==> src/rtl/cclp_pkg.sv <==
`default_nettype none

package cclp_pkg;

    // type byte codes
    localparam logic [7:0] TYPE_COND_MASK = 8'hF8;
    localparam logic [7:0] TYPE_COND      = 8'hD0;
    localparam logic [7:0] TYPE_HI_MASK   = 8'hF0;
    localparam logic [7:0] TYPE_WRITE8    = 8'h80;
    localparam logic [7:0] TYPE_WRITEA    = 8'hA0;
    localparam logic [7:0] TYPE_WRITEF0   = 8'hF0;
    localparam logic [7:0] TYPE_WRITEF1   = 8'hF1;
    localparam logic [7:0] TYPE_EXPANSION = 8'hEE;
    localparam logic [7:0] TYPE_REPEAT    = 8'h50;

    localparam logic [15:0] WORDS_MAX     = 16'hFFFF;
    localparam logic [15:0] WORDS_TAIL    = 16'd4;
    localparam logic [15:0] WORDS_COND    = 16'd4;
    localparam logic [7:0]  WORDS_WRITE   = 8'd3;

    // configuration register indexes
    localparam logic [1:0] CFG_BUDGET      = 2'd0;
    localparam logic [1:0] CFG_EXPANSION   = 2'd1;
    localparam logic [1:0] CFG_REPEAT_FLAT = 2'd2;
    localparam logic [1:0] CFG_REPEAT_INCR = 2'd3;

    typedef enum logic [1:0] {
        PH_START,
        PH_TESTS,
        PH_REPEAT,
        PH_REFUSED
    } t_phase;

    typedef struct packed {
        logic [15:0] budget_words;
        logic [7:0]  expansion_words;
        logic [7:0]  repeat_flat_words;
        logic [7:0]  repeat_incr_words;
    } t_cfg;

    typedef struct packed {
        t_phase      phase;
        logic [15:0] pending_words;
        logic [15:0] total_words;
        logic        total_over;
        logic [15:0] lines_seen;
        logic        any_refused;
        logic        repeat_step_odd;
        logic        repeat_incrementing;
    } t_state;

    typedef struct packed {
        logic        refused;
        logic [15:0] line_count;
        logic        fits;
    } t_result;

    function automatic t_state list_reset_state();
        t_state s;
        s.phase               = PH_START;
        s.pending_words       = '0;
        s.total_words         = WORDS_TAIL;
        s.total_over          = 1'b0;
        s.lines_seen          = '0;
        s.any_refused         = 1'b0;
        s.repeat_step_odd     = 1'b0;
        s.repeat_incrementing = 1'b0;
        return s;
    endfunction

endpackage

`default_nettype wire

==> src/rtl/cclp_cfg_regs.sv <==
`default_nettype none

module cclp_cfg_regs (
    input  wire logic                i_clk,
    input  wire logic                i_rst_n,
    input  wire logic                i_cfg_we,
    input  wire logic [1:0]          i_cfg_index,
    input  wire logic [15:0]         i_cfg_data,
    output cclp_pkg::t_cfg           o_cfg
);

    cclp_pkg::t_cfg r_cfg;
    cclp_pkg::t_cfg n_cfg;

    always_comb begin
        n_cfg = r_cfg;
        if (i_cfg_we) begin
            unique case (i_cfg_index)
                cclp_pkg::CFG_BUDGET:      n_cfg.budget_words      = i_cfg_data;
                cclp_pkg::CFG_EXPANSION:   n_cfg.expansion_words   = i_cfg_data[7:0];
                cclp_pkg::CFG_REPEAT_FLAT: n_cfg.repeat_flat_words = i_cfg_data[7:0];
                cclp_pkg::CFG_REPEAT_INCR: n_cfg.repeat_incr_words = i_cfg_data[7:0];
                default:                   n_cfg = r_cfg;
            endcase
        end
    end

    always_ff @(posedge i_clk) begin
        if (!i_rst_n) begin
            r_cfg.budget_words      <= 16'd512;
            r_cfg.expansion_words   <= 8'd4;
            r_cfg.repeat_flat_words <= 8'd8;
            r_cfg.repeat_incr_words <= 8'd10;
        end else begin
            r_cfg <= n_cfg;
        end
    end

    assign o_cfg = r_cfg;

endmodule

`default_nettype wire

==> src/rtl/cclp_step.sv <==
`default_nettype none

module cclp_step (
    input  wire cclp_pkg::t_state i_state,
    input  wire cclp_pkg::t_cfg   i_cfg,
    input  wire logic [31:0]   i_addr,
    input  wire logic [31:0]   i_value,
    output logic               o_term,
    output cclp_pkg::t_state   o_state,
    output cclp_pkg::t_result  o_result
);

    logic [7:0]  w_type;
    logic [7:0]  w_hi;
    logic        w_odd;
    logic        w_is_cond;
    logic        w_is_write;
    logic        w_body_write;
    logic        w_close;
    logic        w_refuse;
    logic [7:0]  w_body;
    logic [16:0] w_pend_sum;
    logic [17:0] w_atom_sum;
    logic        w_refused_out;

    assign w_type       = i_addr[31:24];
    assign w_hi         = w_type & cclp_pkg::TYPE_HI_MASK;
    assign w_odd        = w_type[0] & i_addr[0];
    assign w_is_cond    = ((w_type & cclp_pkg::TYPE_COND_MASK) == cclp_pkg::TYPE_COND) && !w_odd;
    assign w_is_write   = (w_hi == cclp_pkg::TYPE_WRITE8) || (w_hi == cclp_pkg::TYPE_WRITEA);
    assign w_body_write = w_is_write || (w_type == cclp_pkg::TYPE_WRITEF0)
                          || (w_type == cclp_pkg::TYPE_WRITEF1);
    assign o_term       = (i_addr == '0) && (i_value == '0);

    assign w_pend_sum = {1'b0, i_state.pending_words} + {1'b0, cclp_pkg::WORDS_COND};
    assign w_atom_sum = {2'b00, i_state.total_words} + {2'b00, i_state.pending_words}
                        + {10'd0, w_body};

    // classify the line against the parse phase
    always_comb begin
        w_close  = 1'b0;
        w_refuse = 1'b0;
        w_body   = '0;
        o_state  = i_state;
        if (o_term) begin
            o_state = cclp_pkg::list_reset_state();
        end else begin
            if (i_state.lines_seen != cclp_pkg::WORDS_MAX) begin
                o_state.lines_seen = i_state.lines_seen + 16'd1;
            end
            unique case (i_state.phase)
                cclp_pkg::PH_START, cclp_pkg::PH_TESTS: begin
                    if (w_is_cond) begin
                        o_state.pending_words = w_pend_sum[16] ? cclp_pkg::WORDS_MAX
                                                               : w_pend_sum[15:0];
                        o_state.phase = cclp_pkg::PH_TESTS;
                    end else if (w_body_write) begin
                        // gs-button bit only matters for 8x/Ax
                        if ((w_type[3] && (w_hi != cclp_pkg::TYPE_HI_MASK)) || w_odd) begin
                            w_refuse = 1'b1;
                        end else begin
                            w_close = 1'b1;
                            w_body  = cclp_pkg::WORDS_WRITE;
                        end
                    end else if (w_type == cclp_pkg::TYPE_EXPANSION) begin
                        w_close = 1'b1;
                        w_body  = i_cfg.expansion_words;
                    end else if (w_type == cclp_pkg::TYPE_REPEAT) begin
                        if (i_addr[15:8] == 8'd0) begin
                            w_refuse = 1'b1;
                        end else begin
                            o_state.repeat_step_odd     = i_addr[0];
                            o_state.repeat_incrementing = (i_value[15:0] != 16'd0);
                            o_state.phase               = cclp_pkg::PH_REPEAT;
                        end
                    end else begin
                        w_refuse = 1'b1;
                    end
                end
                cclp_pkg::PH_REPEAT: begin
                    if (!w_is_write || w_type[3] || w_odd
                        || (w_type[0] && i_state.repeat_step_odd)) begin
                        w_refuse = 1'b1;
                    end else begin
                        w_close = 1'b1;
                        w_body  = i_state.repeat_incrementing ? i_cfg.repeat_incr_words
                                                              : i_cfg.repeat_flat_words;
                    end
                end
                default: begin
                    o_state.phase = cclp_pkg::PH_REFUSED;
                end
            endcase

            // zero-priced bodies cannot be emitted
            if (w_close && (w_body == 8'd0)) begin
                w_refuse = 1'b1;
            end
            if (w_refuse) begin
                o_state.any_refused = 1'b1;
                o_state.phase       = cclp_pkg::PH_REFUSED;
            end else if (w_close) begin
                if (w_atom_sum[17:16] != 2'b00) begin
                    o_state.total_over  = 1'b1;
                    o_state.total_words = cclp_pkg::WORDS_MAX;
                end else begin
                    o_state.total_words = w_atom_sum[15:0];
                end
                o_state.pending_words = '0;
                o_state.phase         = cclp_pkg::PH_START;
            end
        end
    end

    // report built from the state before the terminator
    always_comb begin
        w_refused_out = i_state.any_refused || (i_state.phase == cclp_pkg::PH_TESTS)
                        || (i_state.phase == cclp_pkg::PH_REPEAT);
        o_result.refused    = w_refused_out;
        o_result.line_count = i_state.lines_seen;
        o_result.fits       = (i_state.lines_seen != 16'd0) && !w_refused_out
                              && !i_state.total_over
                              && (i_state.total_words <= i_cfg.budget_words);
    end

endmodule

`default_nettype wire

==> src/rtl/cheat_code_list_pricer_top.sv <==
`default_nettype none

// cheat code list pricer
//
// s_axis carries one code line per transaction: tdata[31:0] is the address word
// (type byte in [31:24]) and tdata[63:32] the value word. a line of two zero
// words is the terminator; it closes the list and produces exactly one report
// transaction on m_axis. other lines produce nothing on m_axis.
// m_axis tdata: [0] fits, [16:1] line_count, [17] refused, [23:18] zero.
// config: i_cfg_we writes i_cfg_data into register i_cfg_index (0 budget,
// 1 expansion price, 2 flat repeater price, 3 incrementing repeater price);
// write only while no line is in flight; the block does not enforce it.
// flow: a line is captured in the input register on acceptance and priced from
// there into the list state; a terminator waits there while a report is held,
// and its report is registered when it is priced. throughput is one line per
// cycle while no terminator waits, set by the single pass through the adder.
// reset: synchronous, active low; clears the list state, the in-flight line
// and the report, and loads the register defaults (512, 4, 8, 10).
// stall: a waiting report holds back the next terminator and the lines behind it;
// ordinary lines ahead of it keep flowing into the list state while m_axis_tready is low.

module cheat_code_list_pricer_top (
    input  wire logic        i_clk,
    input  wire logic        i_rst_n,
    // line input
    input  wire logic        s_axis_tvalid,
    output logic             s_axis_tready,
    input  wire logic [63:0] s_axis_tdata,   // [31:0] code_address, [63:32] code_value
    // report output
    output logic             m_axis_tvalid,
    input  wire logic        m_axis_tready,
    output logic [23:0]      m_axis_tdata,   // [0] fits, [16:1] line_count, [17] refused
    // configuration
    input  wire logic        i_cfg_we,
    input  wire logic [1:0]  i_cfg_index,
    input  wire logic [15:0] i_cfg_data
);

    cclp_pkg::t_cfg    w_cfg;
    cclp_pkg::t_state  r_state;
    cclp_pkg::t_state  n_state;
    cclp_pkg::t_result w_result;
    cclp_pkg::t_result r_result;

    logic        r_in_valid;
    logic [31:0] r_addr;
    logic [31:0] r_value;
    logic        r_out_valid;
    logic        w_term;
    logic        w_adv;
    logic        w_in_acc;

    cclp_cfg_regs u_cfg (
        .i_clk       (i_clk),
        .i_rst_n     (i_rst_n),
        .i_cfg_we    (i_cfg_we),
        .i_cfg_index (i_cfg_index),
        .i_cfg_data  (i_cfg_data),
        .o_cfg       (w_cfg)
    );

    cclp_step u_step (
        .i_state  (r_state),
        .i_cfg    (w_cfg),
        .i_addr   (r_addr),
        .i_value  (r_value),
        .o_term   (w_term),
        .o_state  (n_state),
        .o_result (w_result)
    );

    // a buffered line moves on unless it is a terminator blocked by a held report
    assign w_adv         = r_in_valid && (!w_term || !r_out_valid || m_axis_tready);
    assign s_axis_tready = !r_in_valid || w_adv;
    assign w_in_acc      = s_axis_tvalid && s_axis_tready;

    // input register
    always_ff @(posedge i_clk) begin
        if (!i_rst_n) begin
            r_in_valid <= 1'b0;
        end else if (w_in_acc) begin
            r_in_valid <= 1'b1;
        end else if (w_adv) begin
            r_in_valid <= 1'b0;
        end
    end

    always_ff @(posedge i_clk) begin
        if (w_in_acc) begin
            r_addr  <= s_axis_tdata[31:0];
            r_value <= s_axis_tdata[63:32];
        end
    end

    // list state
    always_ff @(posedge i_clk) begin
        if (!i_rst_n) begin
            r_state <= cclp_pkg::list_reset_state();
        end else if (w_adv) begin
            r_state <= n_state;
        end
    end

    // report register
    always_ff @(posedge i_clk) begin
        if (!i_rst_n) begin
            r_out_valid <= 1'b0;
        end else if (w_adv && w_term) begin
            r_out_valid <= 1'b1;
        end else if (m_axis_tready) begin
            r_out_valid <= 1'b0;
        end
    end

    always_ff @(posedge i_clk) begin
        if (w_adv && w_term) begin
            r_result <= w_result;
        end
    end

    assign m_axis_tvalid = r_out_valid;
    assign m_axis_tdata  = {6'd0, r_result};

    // a report appears only after a terminator was priced
    a_report_from_term: assert property (@(posedge i_clk) disable iff (!i_rst_n)
        $rose(m_axis_tvalid) |-> $past(w_adv && w_term))
        else $error("report raised without a terminator");

    // the terminator restarts the list
    a_term_restarts: assert property (@(posedge i_clk) disable iff (!i_rst_n)
        (w_adv && w_term) |=> (r_state.lines_seen == 16'd0
                               && r_state.phase == cclp_pkg::PH_START
                               && !r_state.any_refused))
        else $error("list state not restarted after terminator");

    // a refused list never fits
    a_fits_excl: assert property (@(posedge i_clk) disable iff (!i_rst_n)
        m_axis_tvalid |-> !(m_axis_tdata[0] && m_axis_tdata[17]))
        else $error("report both fits and refused");

    // every priced ordinary line is counted once until the count saturates
    a_line_counted: assert property (@(posedge i_clk) disable iff (!i_rst_n)
        (w_adv && !w_term && r_state.lines_seen != cclp_pkg::WORDS_MAX)
        |=> (r_state.lines_seen == $past(r_state.lines_seen) + 16'd1))
        else $error("line count did not advance");

endmodule

`default_nettype wire

==> config.mk <==
export PLATFORM = sky130hd
export DESIGN_NAME = cheat_code_list_pricer_top
export DESIGN_NICKNAME = d
export VERILOG_FILES = /design/src/rtl/cclp_pkg.sv /design/src/rtl/cclp_cfg_regs.sv /design/src/rtl/cclp_step.sv /design/src/rtl/cheat_code_list_pricer_top.sv
export SDC_FILE = /design/constraint.sdc
export NUM_CORES = 1
export LEC_CHECK = 0
export BUFFER_PORTS_ARGS = -buffer_cell sky130_fd_sc_hd__clkbuf_2
export CAP_MARGIN = 5
export CORE_ASPECT_RATIO = 1.25
export CORE_MARGIN = 1
export CORE_UTILIZATION = 31
export DETAILED_ROUTE_END_ITERATION = 8
export SYNTH_ARGS = -nofsm -noshare
export SYNTH_HDL_FRONTEND = slang
export SYNTH_HIERARCHICAL = 1
export SYNTH_SLANG_ARGS = --single-unit
==> constraint.sdc <==
create_clock -name i_clk -period 4.8 [get_ports i_clk]
set_clock_uncertainty 0.1 [all_clocks]
set_input_delay 0.24 -clock i_clk [delete_from_list [all_inputs] [get_ports i_clk]]
set_output_delay 0.24 -clock i_clk [all_outputs]
set_load 0.005 [all_outputs]
==> Yosys cells after proc, flatten, opt, wreduce, memory -nomap -nowiden <==
Index checks and enable logic that the tools add are counted.
{ "word_totals": {"word_cells": 160, "input_bits": 87, "output_inout_bits": 26, "ff_bits": 178} }
{ "op_classes": {"add_sub_neg": 4, "n_reduce_logical": 58, "n_lt_le_gt_ge": 1, "muxes": 53, "bitwise": 1, "n_eq_ne": 24} }
{ "ops": {"columns": ["operator", "n"], "rows": [
  ["16-bit 2-to-1 mux", 5],
  ["32-bit zero test", 2],
  ["8-bit 2-to-1 mux", 7],
  ["54-bit 2-to-1 mux", 1],
  ["35-bit 2-to-1 mux", 1],
  ["33-bit 2-to-1 mux", 1],
  ["16-bit nonzero test", 2],
  ["2-bit 2-to-1 mux", 13],
  ["8-bit == test (second input constant)", 3],
  ["1-bit 2-to-1 mux", 21],
  ["18-bit by 8-bit adder with 18-bit output", 1],
  ["6-bit by 5-bit != test with 1-bit output (second input constant)", 3],
  ["2-bit nonzero test", 9],
  ["16-bit by 16-bit adder with 17-bit output", 1],
  ["16-bit by 3-bit adder with 17-bit output (second input constant)", 1],
  ["16-bit by 1-bit adder with 16-bit output (second input constant)", 1],
  ["16-bit <= comparator", 1],
  ["8-bit zero test", 2],
  ["16-bit != test (second input constant)", 1],
  ["8-bit case mux with 2 select lines", 1],
  ["1-bit logical OR", 12],
  ["2-bit AND reduction", 6],
  ["1-bit logical AND", 11],
  ["2-bit != test (second input constant)", 5],
  ["17 further kinds", 30]
]} }

==> Longest topological paths before layout <==
{ "logic_depth": {"depth_word": 16, "depth_mapped": 20} }

==> By module <==
Netlist, hierarchy kept.
{ "modules_own_cells": {"columns": ["mod", "area_each_um2", "cells_per_inst", "seq_area_each_um2", "n_inst"], "rows": [
  ["cheat_code_list_pricer_top", 4819.6, 334, 3583.4, 1],
  ["cclp_step", 3452.1, 502, 0.0, 1],
  ["cclp_cfg_regs", 1594.0, 156, 800.8, 1]
]} }

==> Worst setup path after synthesis <==
Ideal clock, no wire load.
{ "synth_path": {"path_type": "register to register", "start": "reg r_addr[24]", "end": "reg r_state[30] (netlist bit)", "synth_period_minus_slack_ps": 4139, "path_buffers": 0, "stages_incl_launch_ff": 18, "arrival_ps": 3967, "slack_ps": 661, "cell_sequence": "edfxtp_1 > nor2b_1 > nand4_1 > or3_4 > nor2_4 > a21oi_1 > fa_1 > inv_1 > ha_1 > a21oi_1 > o2111ai_1 > a2111oi_0 > nor3_1 > a21o_1 > xnor2_1 > a311oi_1 > nand2_1 > mux2i_1"} }
{ "synth_rtl": {"columns": ["item", "line_no", "text"], "rows": [
  ["from (decl)", "cheat_code_list_pricer_top.sv:46", "logic [31:0] r_addr;"],
  ["from (signal assigned)", "cheat_code_list_pricer_top.sv:90", "r_addr <= s_axis_tdata[31:0];"],
  ["to (signal assigned)", "cheat_code_list_pricer_top.sv:98", "r_state <= cclp_pkg::list_reset_state();"],
  ["to (signal assigned)", "cheat_code_list_pricer_top.sv:100", "r_state <= n_state;"],
  ["to (decl)", "cheat_code_list_pricer_top.sv:40", "cclp_pkg::t_state r_state;"]
]} }

==> flow_summary_export.csv <==
group,metric,value,unit
clock_tree,cts_buffers,17,
worst_setup_path,ff2ff_path_depth,18,
clock_tree,clock_latency,0.44,ns
final_layout,final_nets,1274,
drt,remaining_drc_errors,0,
yosys,netlist_area,9870,um2
yosys,synth_cells,992,
floorplan,pin_count,113,
worst_hold_path,worstHoldPathCells,3,
floorplan,core_area,31200,um2
yosys,synthArstFlopShare,0,%
global_routing,grt_pass1_vias,7407,
floorplan,fp.dieH,201,um
worst_hold_path,min_to,"u_cfg/o_cfg[33]",
timing,slew_headroom,30.1,%
pwr,max-vdd-ir-drop,0.245,mV
drt,vias,7482,
floorplan,dieArea,32500,um2
worst_setup_path,cp_slowest_cell,"fa_1",
drt,met2WireLength,11500,um
yosys,syn_area_per_cell,9.95,um2
worst_setup_path,cp-end-kind,"register",
placement,portBuffers,106,
drt,dr.pass1.iters,4,
worst_setup_path,start_kind,"register",
yosys,ys_types,78,
yosys,synth_edf_count,82,
worst_setup_path,path_class,"register to register",
clock_tree,post-cts-setup-buffer-count,0,
yosys,yosysSeqAreaShare,44.4,%
timing,setup_ws,0.313,ns
drt,wl_met3,599,um
drt,wirelength,22200,um
global_routing,grt-ovfl-total,0,
global_routing,grt.total_usage,14.0,%
timing,period_share,93.5,%
final_layout,syn_to_final_growth,20.5,%
timing,period_needed,4.49,ns
clock_tree,cts_max_path_buffers,2,
drt,top_layer,"met4",
worst_setup_path,cp_cell_sequence,"nor2b_1 > nand4_1 > or3_4 > nor2_4 > a21oi_1 > fa_1 > inv_1 > ha_1 > nor2b_1 > o31ai_1 > a21oi_2 > a31oi_1 > a31oi_4 > buf_4 > nor4_1 > nor3_1 > nand2_1 > mux2i_1",
global_routing,grt_max_degree,85,
drt,ant_nets,0,
yosys,synth_warnings,6,
drt,drt_iter0_markers,280,
clock_tree,cts_sinks,178,
floorplan,chipWidth,162,um
worst_setup_path,reg2reg_from,"r_addr[24]",
worst_setup_path,crit_required,5.01,ns
worst_hold_path,min_path_type,"input port to register",
floorplan,start_util,31.7,%
timing,maxSlewViolCount,0,
pwr,powerDensity,290,nW/um2
worst_setup_path,rr_endpoint,"r_state[34]",
placement,gp_congestion,0.845,
yosys,synth-main-ff-cell,"dfxtp_1",
timing,hold_violations,0,
global_routing,grt_pass1_wl,36200,um
global_routing,antenna_found_initial,1,
clock_tree,path_clk_slew,0.08,ns
worst_setup_path,worstPathArrival,4.69,ns
worst_setup_path,crit_path_frequent_cell,"nor2b_1",
worst_setup_path,worstPathMaxFanout,8,
placement,dpl.hpwl,15500,um
run_status,outcome,"finished, final reports clean",
worst_setup_path,r2r_setup_slack,0.31,ns
flow_run,maxCapViolCount,0,
timing,setup_viol,0,
worst_setup_path,max_stage_delay,0.49,ns
drt,wl_per_cell,14.2,um
timing,max_freq,223,MHz
drt,drt-met1-wl,9440,um
pwr,leakage,4.72,nW
clock_tree,clock-root-buffer,"clkbuf_16",
final_layout,fin_util,38.1,%
final_layout,drive_gt1_share,15.9,%
placement,place_ws,0.126,ns
timing,fin_tns_setup,0,ns
clock_tree,h-tree-depth,4,
drt,avgViaCountPerCell,4.81,
worst_hold_path,min_from,"i_cfg_data[9]",
clock_tree,cts_tree,"built",
floorplan,num_rows,72,
timing,tightest_slew,1.05,ns
yosys,yosys_register_bits,178,
-- state kept, by name, indices dropped and copies added (netlist names) --
register,cells
r_in_valid,1
r_state,54
r_addr,32
m_axis_tdata,18
m_axis_tvalid,1
r_value,32
u_cfg/o_cfg,40
-- through the flow --
stage	hold WS (ns)	total power [mW]	std cells	cell area, um2
3_3_place_gp	0.317	1.98	1451	10500
5_1_grt	0.0399	3.60	1556	11900
2_1_floorplan	0.239	1.92	997	9880
6_report	0.0146	3.44	1557	11900
3_5_place_dp	0.319	1.99	1451	10500
4_1_cts	0.00104	3.49	1556	11800
-- placed cells by master (no fill, tap or decap), drive strengths merged, types with 5 or more instances in the layout --
cell and n:
a211oi 7, a21o 7, a21oi 39, a311oi 10, a31oi 6, and2 6, and3 6, buf 10
clkbuf 123, clkinv 5, conb 6, dfxtp 96, dlygate4sd3 73, edfxtp 82, fa 9, ha 42
inv 48, mux2i 105, nand2 191, nand2b 5, nand3 25, nand4 11, nor2 64, nor2b 13
nor3 26, nor4 24, nor4b 5, o21a 6, o21ai 18, xnor2 12, xor2 16
-- worst max-delay path, delay by kind of cell (launching register included) --
family                     cells  cell delay [ns]
adders and majority gates      2             0.83
buffers and inverters          2             0.23
AOI/OAI and AO/OA              5             1.17
DFF                            1             0.45
muxes                          1             0.08
and+or+nand+nor                8             1.52
-- worst max path at each step --
stage               startpoint           to  slack, ns  cells past startpoint
global placement    r_addr[24]  r_state[30]       0.15                     17
detailed placement  r_addr[24]  r_state[30]       0.13                     17
global route        r_addr[24]  r_state[34]      -0.02                     18
CTS                 r_addr[24]  r_state[30]       0.04                     17
finish              r_addr[24]  r_state[34]       0.31                     18
floorplan           r_addr[24]  r_state[30]       0.66                     17
-- cell usage after synthesis (all sizes together) (5+ instances only) --
cell	count	area (um2)
nand3	25	135
o21a	6	45.0
nor3	26	141
buf	52	480
nor2	64	248
a21o	7	52.6
edfxtp	82	2460
dfxtp	96	1920
ha	42	526
clkbuf	16	60.1
a31oi	6	43.8
and3	6	42.5
a21oi	39	225
and2	6	37.5
nor4b	5	43.8
xnor2	12	105
o21ai	18	93.8
nor4	24	150
xor2	16	140
a311oi	10	93.8
nand2	191	717
nor2b	13	88.8
fa	9	180
a211oi	7	62.6
inv	41	154
nand4	11	68.8
mux2i	105	1050
nand2b	5	33.8
-- routing by layer --
layer,GRT usage [%],vias to the layer above
met5,0,-
met4,5.96,0
met3,2.70,40
met2,25.6,135
met1,15.6,3526
li1,-,3781
-- report_power, final --
part	internal [mW]	total [mW]	switching (mW)	leakage, nW
registers	1.65	1.68	0.0336	1.60
logic	0.151	0.314	0.163	2.82
clock network	0.756	1.45	0.690	0.297
-- repair_timing --
item	in CTS	in global routing
hold buffers	73	0
gates resized for setup	0	10
endpoints found under the hold margin	74	0
endpoints found under the setup margin	0	15
-- final cells by class --
cell class,count,area [um2]
well taps,407,509
repair buffers,188,1340
fillers,3115,19300
multi-input cells,710,4870
flip-flops and latches,178,4380
clock buffers,18,429
clock inverters,14,188
diodes,1,2.50
inverters,41,154
-- kinds of logic after synthesis --
group                    synth area share [%]
AND/OR/NAND/NOR                          19.6
flip-flops                               44.4
AO/OA/AOI/OAI                            8.61
buffers and inverters                    7.04
multiplexers                             10.7
adder cells (fa/ha/maj)                  7.15
XOR/XNOR                                 2.49
other                                  0.0380
Power figures use the tool's default switching activity.
